$ cat config.mk
export PLATFORM = sky130hd
export DESIGN_NAME = modbus_rtu_crc_frame_engine
export DESIGN_NICKNAME = d
export VERILOG_FILES = /design/src/mbcrc_pkg.sv /design/src/mbcrc_rx_side.sv /design/src/mbcrc_tx_side.sv /design/src/modbus_rtu_crc_frame_engine.sv
export SDC_FILE = /design/constraint.sdc
export NUM_CORES = 1
export LEC_CHECK = 0
export BUFFER_PORTS_ARGS = -buffer_cell sky130_fd_sc_hd__buf_2
export CAP_MARGIN = 15
export CORE_UTILIZATION = 25
export DETAILED_ROUTE_END_ITERATION = 16
export HOLD_SLACK_MARGIN = 0.05
export PLACE_DENSITY = 0.5
export SLEW_MARGIN = 20
export SYNTH_ARGS = -nofsm -noshare
export SYNTH_HDL_FRONTEND = slang
export SYNTH_SLANG_ARGS = --single-unit
$ cat constraint.sdc
create_clock -name clock -period 9.24 [get_ports clock]
set_input_delay 2.31 -clock clock [delete_from_list [all_inputs] [get_ports clock]]
set_output_delay 2.31 -clock clock [all_outputs]
set_load 0.005 [all_outputs]
$ cat src/mbcrc_pkg.sv
`default_nettype none
package mbcrc_pkg;

   localparam int MaxFrame = 256;
   localparam int LenWidth = 9;
   localparam int CrcWidth = 16;
   localparam int ByteWidth = 8;

   localparam logic [CrcWidth-1:0] CRC_SEED = 16'hFFFF;
   localparam logic [CrcWidth-1:0] CRC_POLY = 16'hA001;
   localparam logic [CrcWidth-1:0] CRC_LOW_MASK = 16'h00FF;
   localparam logic [LenWidth-1:0] MAX_FRAME_LEN = LenWidth'(MaxFrame);

   localparam logic CMD_RX = 1'b0;
   localparam logic CMD_TX = 1'b1;

   typedef struct packed {
      logic step;
      logic frame_start;
   } step_ctl_type;

   typedef struct packed {
      logic                 command;
      logic                 frame_start;
      logic [ByteWidth-1:0] data_byte;
      logic [LenWidth-1:0]  frame_length;
   } req_item_type;

   function automatic logic [CrcWidth-1:0] crc_fold(input logic [CrcWidth-1:0] crc,
                                                   input logic [ByteWidth-1:0] data);
      logic [CrcWidth-1:0] c;
      c = crc ^ {{(CrcWidth-ByteWidth){1'b0}}, data};
      for (int k = 0; k < ByteWidth; k++) begin
         if (c[0]) begin
            c = (c >> 1) ^ CRC_POLY;
         end else begin
            c = c >> 1;
         end
      end
      return c;
   endfunction

endpackage
`default_nettype wire

$ cat src/mbcrc_rx_side.sv
`default_nettype none
module mbcrc_rx_side
   import mbcrc_pkg::*;
(
   input  wire logic                 clock,
   input  wire logic                 reset,
   input  wire step_ctl_type         ctl,
   input  wire logic [ByteWidth-1:0] data_byte,
   output logic      [CrcWidth-1:0]  check_crc
);

   logic [CrcWidth-1:0] crc_ff, crc_in;
   logic [CrcWidth-1:0] dly0_ff, dly0_in;
   logic [CrcWidth-1:0] dly1_ff, dly1_in;
   logic [CrcWidth-1:0] dly2_ff, dly2_in;
   logic [CrcWidth-1:0] base_crc;
   logic [CrcWidth-1:0] base_d0;
   logic [CrcWidth-1:0] base_d1;

   always_comb begin
      base_crc = ctl.frame_start ? CRC_SEED : crc_ff;
      base_d0  = ctl.frame_start ? CRC_SEED : dly0_ff;
      base_d1  = ctl.frame_start ? CRC_SEED : dly1_ff;
      crc_in   = crc_ff;
      dly0_in  = dly0_ff;
      dly1_in  = dly1_ff;
      dly2_in  = dly2_ff;
      if (ctl.step) begin
         crc_in  = crc_fold(base_crc, data_byte);
         dly0_in = crc_in;
         dly1_in = base_d0;
         dly2_in = base_d1;
      end
   end

   assign check_crc = dly2_in;

   always_ff @(posedge clock) begin
      if (reset) begin
         crc_ff  <= CRC_SEED;
         dly0_ff <= '0;
         dly1_ff <= '0;
         dly2_ff <= '0;
      end else begin
         crc_ff  <= crc_in;
         dly0_ff <= dly0_in;
         dly1_ff <= dly1_in;
         dly2_ff <= dly2_in;
      end
   end

endmodule
`default_nettype wire

$ cat src/mbcrc_tx_side.sv
`default_nettype none
module mbcrc_tx_side
   import mbcrc_pkg::*;
(
   input  wire logic                 clock,
   input  wire logic                 reset,
   input  wire step_ctl_type         ctl,
   input  wire logic [ByteWidth-1:0] data_byte,
   input  wire logic [LenWidth-1:0]  frame_length,
   output logic      [ByteWidth-1:0] tx_byte,
   output logic                      tx_sent,
   output logic      [CrcWidth-1:0]  running_crc
);

   logic [CrcWidth-1:0] crc_ff, crc_in;
   logic [LenWidth-1:0] count_ff, count_in;
   logic [CrcWidth-1:0] base_crc;
   logic [LenWidth-1:0] base_count;
   logic [LenWidth-1:0] len;
   logic [LenWidth:0]   count_plus2;

   always_comb begin
      base_crc    = ctl.frame_start ? CRC_SEED : crc_ff;
      base_count  = ctl.frame_start ? '0 : count_ff;
      len         = (frame_length > MAX_FRAME_LEN) ? MAX_FRAME_LEN : frame_length;
      count_plus2 = {1'b0, base_count} + (LenWidth+1)'(2);
      crc_in      = crc_ff;
      count_in    = count_ff;
      tx_byte     = '0;
      tx_sent     = 1'b0;
      if (ctl.step) begin
         crc_in   = base_crc;
         count_in = base_count;
         if (base_count < len) begin
            if (count_plus2 < {1'b0, len}) begin
               tx_byte = data_byte;
               crc_in  = crc_fold(base_crc, data_byte);
            end else begin
               tx_byte = ByteWidth'(base_crc & CRC_LOW_MASK);
               crc_in  = base_crc >> ByteWidth;
            end
            tx_sent  = 1'b1;
            count_in = base_count + LenWidth'(1);
         end
      end
   end

   assign running_crc = crc_in;

   always_ff @(posedge clock) begin
      if (reset) begin
         crc_ff   <= CRC_SEED;
         count_ff <= '0;
      end else begin
         crc_ff   <= crc_in;
         count_ff <= count_in;
      end
   end

endmodule
`default_nettype wire

$ cat src/modbus_rtu_crc_frame_engine.sv
// Modbus RTU CRC-16 engine with a receive side and a transmit side.
// Each request on the req_ channel carries one byte: req_tuser selects a
// received byte or a transmit step and flags a frame start, which reseeds
// that side's CRC state. Every request gives exactly one result on rsp_:
// the byte sent on a transmit step (flagged by rsp_tuser), the receive CRC
// as it stood two bytes back, and the running transmit CRC.
// A request is taken into an input register, and the CRC update runs
// combinationally between that register and the result register, which
// loads when it is empty or being read. One request is accepted per
// cycle when results are taken as fast as they come.
// When the receiver holds rsp_tready low, the result register holds its
// value and one more request may wait in the input register; after that
// req_tready drops until the result is taken.
// Reset empties both registers, sets both CRCs to 0xFFFF, clears the
// receive delay line and the transmit byte count.
`default_nettype none
module modbus_rtu_crc_frame_engine
   import mbcrc_pkg::*;
(
   input  wire logic        clock,
   input  wire logic        reset,
   input  wire logic        req_tvalid,
   output logic             req_tready,
   input  wire logic [23:0] req_tdata,  // data_byte[7:0], frame_length[16:8], zeros
   input  wire logic [1:0]  req_tuser,  // command[0], frame_start[1]
   output logic             rsp_tvalid,
   input  wire logic        rsp_tready,
   output logic      [39:0] rsp_tdata,  // tx_byte[7:0], rx_check_crc[23:8],
                                        // tx_running_crc[39:24]
   output logic      [0:0]  rsp_tuser   // tx_sent[0]
);

   logic                 in_valid_ff, in_valid_in;
   req_item_type         item_ff;
   logic                 out_valid_ff, out_valid_in;
   logic [ByteWidth-1:0] tx_byte_ff;
   logic                 tx_sent_ff;
   logic [CrcWidth-1:0]  rx_crc_out_ff;
   logic [CrcWidth-1:0]  tx_crc_out_ff;
   logic                 advance;
   logic                 req_fire;
   step_ctl_type         rx_ctl;
   step_ctl_type         tx_ctl;
   logic [ByteWidth-1:0] tx_byte;
   logic                 tx_sent;
   logic [CrcWidth-1:0]  rx_check_crc;
   logic [CrcWidth-1:0]  tx_running_crc;

   assign advance     = in_valid_ff && (!out_valid_ff || rsp_tready);
   assign req_tready  = !in_valid_ff || advance;
   assign req_fire    = req_tvalid && req_tready;
   assign in_valid_in = req_fire || (in_valid_ff && !advance);
   assign out_valid_in = advance || (out_valid_ff && !rsp_tready);

   assign rx_ctl.step        = advance && (item_ff.command == CMD_RX);
   assign rx_ctl.frame_start = item_ff.frame_start;
   assign tx_ctl.step        = advance && (item_ff.command == CMD_TX);
   assign tx_ctl.frame_start = item_ff.frame_start;

   mbcrc_rx_side u_rx (
      .clock     (clock),
      .reset     (reset),
      .ctl       (rx_ctl),
      .data_byte (item_ff.data_byte),
      .check_crc (rx_check_crc)
   );

   mbcrc_tx_side u_tx (
      .clock        (clock),
      .reset        (reset),
      .ctl          (tx_ctl),
      .data_byte    (item_ff.data_byte),
      .frame_length (item_ff.frame_length),
      .tx_byte      (tx_byte),
      .tx_sent      (tx_sent),
      .running_crc  (tx_running_crc)
   );

   always_ff @(posedge clock) begin
      if (reset) begin
         in_valid_ff  <= 1'b0;
         out_valid_ff <= 1'b0;
      end else begin
         in_valid_ff  <= in_valid_in;
         out_valid_ff <= out_valid_in;
      end
   end

   always_ff @(posedge clock) begin
      if (req_fire) begin
         item_ff.command      <= req_tuser[0];
         item_ff.frame_start  <= req_tuser[1];
         item_ff.data_byte    <= req_tdata[7:0];
         item_ff.frame_length <= req_tdata[16:8];
      end
      if (advance) begin
         tx_byte_ff    <= tx_byte;
         tx_sent_ff    <= tx_sent;
         rx_crc_out_ff <= rx_check_crc;
         tx_crc_out_ff <= tx_running_crc;
      end
   end

   assign rsp_tvalid   = out_valid_ff;
   assign rsp_tdata    = {tx_crc_out_ff, rx_crc_out_ff, tx_byte_ff};
   assign rsp_tuser[0] = tx_sent_ff;

endmodule
`default_nettype wire

* Yosys cells after proc, flatten, opt, wreduce, memory -nomap -nowiden
Index checks and enable logic that the tools add are counted. Widths: inputs -> output; s select.
Cells by class: $add $sub $neg 2, order comparisons 3, bitwise operators 19, reductions and logical operators 15, mux-type cells 57
Operators by type and width (count):
- $mux 16 | 52
- $not 2->3 | 16
- $xor 16x8->16 | 2
- $mux 9 | 3
- $add 9x2->10 const B | 1
- $lt 10x9->1 | 1
- $add 9x1->9 const B | 1
- $gt 9x9->1 const B | 1
- $lt 9x9->1 | 1
- $mux 8 | 1
- $logic_and 1x1->1 | 6
- $logic_not 1->1 | 4
- $logic_or 1x1->1 | 4
- $reduce_and 2->1 | 1
- $mux 1 | 1
- $not 1->1 | 1
Word-level totals: word-level logic and storage cells 112, output and inout bits 43, flip-flop bits (word level) 151, input bits 30

* Logic depth before layout (Yosys ltp)
depth after elaboration 42, gate-level depth with buffers 19, mapped depth without buffers 14

* Cells and area by module
A second synthesis with hierarchy kept.
Unflattened totals: cell total of the unflattened synthesis 689, area total of the unflattened synthesis 6847.8 um^2
By module, submodules not included:
- mbcrc_rx_side | instances 1, cells each 325, area an instance 2663.8 um^2
- mbcrc_tx_side | instances 1, cells each 291, area an instance 2255.9 um^2
- modbus_rtu_crc_frame_engine | instances 1, cells each 73, area an instance 1928.1 um^2

* Least setup slack after synthesis
No wires, ideal clock.
path kind input-to-output, start point input port rsp_tready, end point output port req_tready, stages on the path 2, slack 4.377 ns, arrival time 2.553 ns, data required time 6.930 ns, cells stage by stage nor2b_1 -> nand2_1
Between the ends: longest elaborated chain between the ends 3
RTL lines:
- from (decl) | RTL line modbus_rtu_crc_frame_engine.sv:27 | input wire logic rsp_tready,
- $logic_or 1x1->1 | RTL line modbus_rtu_crc_frame_engine.sv:49 | assign advance = in_valid_ff && (!out_valid_ff || rsp_tready);
- $logic_and 1x1->1 | RTL line modbus_rtu_crc_frame_engine.sv:49
- $logic_or 1x1->1 | RTL line modbus_rtu_crc_frame_engine.sv:50 | assign req_tready = !in_valid_ff || advance;
- to (decl) | RTL line modbus_rtu_crc_frame_engine.sv:23 | output logic req_tready,
No other way between the ends.

* Worst setup path after layout
Ends and elaborated chain as after synthesis.

==> impl_metrics.csv <==
group,metric,value,unit
outcome,outcome,"finished clean",
cts,root_buffer,"clkbuf_16",
yosys,synth_seq_cells,151,
detailed_routing,routedWlPerCell,14.31,µm
timing,tightest_slew,1.057,ns
global_routing,grt.overflow.total,0,
final_layout,stdcell_count,1083,
yosys,yosysSeqAreaShare,0.5341,
global_routing,grt_usage,0.1157,
power_and_ir_drop,vdd_drop_max,98.01,µV
timing,min_period,5.108,ns
worst_setup_path,end_kind,"output port",
cts,cts_tree,"done",
timing,fin_setup_tns,0,ns
worst_setup_path,crit_family,"simple AND/OR/NAND/NOR gates",
worst_setup_path,cp_common_cell,"buf_2",
detailed_routing,first_pass_iters,5,
timing,min_period_over_period,0.5528,
global_routing,grt_max_degree,93,
place,gp_congestion,0.7920,
timing,slew_viol_final,0,
worst_setup_path,critPathMaxStageDelay,0.17,ns
yosys,synth_nets,739,
yosys,netlist-cell-type-count,57,
place,portBuffers,65,
place,hpwl,9.943,mm
detailed_routing,drc_errors,0,
floorplan,start_util,0.2574,
yosys,ys_warn_count,0,
timing,hold_violations,0,
cts,clkSinkCount,151,
timing,finalSetupViolations,0,
detailed_routing,viasPerCell,4.468,
flow_run,drv_cap,0,
timing,clock.fmax,195.8,MHz
global_routing,grt_pass1_vias,4706,
final_layout,drive_above_1_share,0.1524,
cts,post_cts_buffers,0,
cts,htree_levels,4,
final_layout,final_cell_mix,"nand2_1, dfxtp_1, nor2_1",
place,placed_cells,1051,
timing,slew-limit-headroom,0.2951,
power_and_ir_drop,leakagePower,3.026,nW
worst_setup_path,crit_slowest_cell,"nor2b_1",
worst_setup_path,cp_data_arrival_time,2.80,ns
floorplan,core,26350,µm²
detailed_routing,finalWirelength,15.50,mm
global_routing,grt_antenna_before_repair,0,
final_layout,final_common_cell,"nand2_1",
cts,path_clk_slew,0.06,ns
hold_path,min_path_type,"flop to flop",
cts,cts_made_buffers,17,
power_and_ir_drop,p_per_area,199.1,nW/µm²
yosys,avgSynthCellArea,9.818,µm²
cts,clkLatencyLatePin,0.43,ns
yosys,synth_flop_cell,"dfxtp_1",
floorplan,die-area,27800,µm²
detailed_routing,vias,4839,
worst_setup_path,crit_buf_inv,2,
detailed_routing,initialDrtViolationCount,265,
cts,clockBufferDepth,2,
floorplan,rows,59,
yosys,netlist_area,6784,µm²
worst_setup_path,crit_required,6.93,ns
worst_setup_path,crit_chain,"buf_2 -> nor2b_1 -> nand2_1 -> buf_2",
floorplan,ioPinCount,73,
yosys,syn_inst,691,
floorplan,die_w,166.7,µm
power_and_ir_drop,fin_total_pwr,1.590,mW
detailed_routing,antenna_left,0,
worst_setup_path,crit_path_start_kind,"primary input",
yosys,synth_edf_count,60,
cts,cts_resized,0,
final_layout,antenna_cells,0,
cts,postCtsHoldBufs,0,
floorplan,die_h,166.7,µm
yosys,async_flop_share,0,
timing,worst_clock_skew,0.01467,ns
worst_setup_path,worstPathMaxFanout,3,
timing,rsz0062_at_grt,"false",
worst_setup_path,critical_path_class,"primary input to output port",
global_routing,grt_pass1_wl,25.18,mm
final_layout,final_nets,783,
final_layout,syn_to_final_growth,17.71,%
==> routing by layer <==
layer | vias up | GRT usage | part of all wire
met1 | 2285 | 0.1560 | 0.51
li1 | 2471 | - | -
met5 | - | 0 | 0
met2 | 69 | 0.1798 | 0.45
met4 | 0 | 0.04791 | 0.015
met3 | 14 | 0.02376 | 0.027
==> cell families (layout without fill, tap and decap cells) <==
| group | count (synthesis) | after routing | share of synthesized area |
|---|---|---|---|
| simple gates | 289 | 289 | 0.1964 |
| flops | 151 | 151 | 0.5341 |
| compound gates | 122 | 122 | 0.1166 |
| xor+xnor | 58 | 58 | 0.08650 |
| buf+inv | 52 | 109 | 0.03154 |
| fa+ha+maj | 18 | 18 | 0.03320 |
| mux | 1 | 1 | 0.001660 |
==> per-stage QoR <==
stage / utilization / hold slack, ns / setup slack (ns) / instance area (µm²)
finish: 0.3030 / 0.4571 / 4.132 / 7985
global route: 0.3030 / 0.4780 / 4.066 / 7985
CTS: 0.3029 / 0.4578 / 4.135 / 7983
detailed placement: 0.2798 / 0.4477 / 3.881 / 7373
global placement: 0.2798 / 0.4460 / 3.842 / 7373
floorplan: - / 0.4370 / 4.377 / 6784
==> report_power, final <==
part / total, mW / switching (mW) / internal (mW)
clock network: 0.699 / 0.333 / 0.366
logic: 0.148 / 0.0871 / 0.0609
registers: 0.743 / 0.0174 / 0.725
==> worst min-delay path, cell delays in order (launching register included) <==
cell	delay, ns
dfxtp_1	0.31
nand2_1	0.05
a21oi_1	0.05
==> registers in the layout, indices dropped and copies added, names as in the netlist <==
register	flops
u_rx.dly0_ff	16
item_ff	19
tx_byte_ff	8
rsp_tuser	1
u_rx.dly1_ff	16
u_tx.crc_ff	16
u_rx.dly2_ff	16
rsp_tvalid	1
tx_crc_out_ff	16
u_rx.crc_ff	16
rx_crc_out_ff	16
in_valid_ff	1
u_tx.count_ff	9
==> cell type report <==
type	count	area (µm²)
inverters	9	33.78
flip-flops and latches	151	3623
well taps	335	419.2
repair buffers	68	347.8
multi-input cells	488	2952
fillers	2730	18370
clock inverters	15	183.9
clock buffers	17	425.4
==> synthesized netlist by cell type (all sizes together), types with 2 or more instances <==
cell,count,area (µm²)
a211o,2,17.52
a211oi,5,37.54
a21o,4,30.03
a21oi,33,165.2
a22oi,3,22.52
a2bb2oi,3,26.28
and2,3,18.77
buf,14,71.32
clkbuf,29,108.9
dfxtp,91,1822
edfxtp,60,1802
ha,18,225.2
inv,8,30.03
nand2,94,352.8
nand2b,4,25.02
nand3,8,45.04
nor2,78,309.0
nor2b,26,165.2
nor3,52,260.3
nor4,2,12.51
o2111ai,2,17.52
o211ai,3,22.52
o21a,6,45.04
o21ai,32,160.2
o21bai,9,67.56
o22a,11,96.34
or2,15,93.84
or3,2,12.51
xnor2,33,296.5
xnor3,4,91.33
xor2,21,198.9
==> path summary, 6_finish.rpt <==
kind / from / end / slack [ns] / cells past startpoint
max reg2reg: item_ff[17]$_DFFE_PP_ / u_tx.crc_ff[13]$_SDFF_PP1_ / 4.86 / 11
min reg2reg: u_rx.dly0_ff[15]$_SDFFE_PP0P_ / u_rx.dly0_ff[15]$_SDFFE_PP0P_ / 0.46 / 2
max: rsp_tready / req_tready / 4.13 / 4
min: u_rx.dly0_ff[15]$_SDFFE_PP0P_ / u_rx.dly0_ff[15]$_SDFFE_PP0P_ / 0.46 / 2
Note: power is estimated with default switching activity, not from simulation.
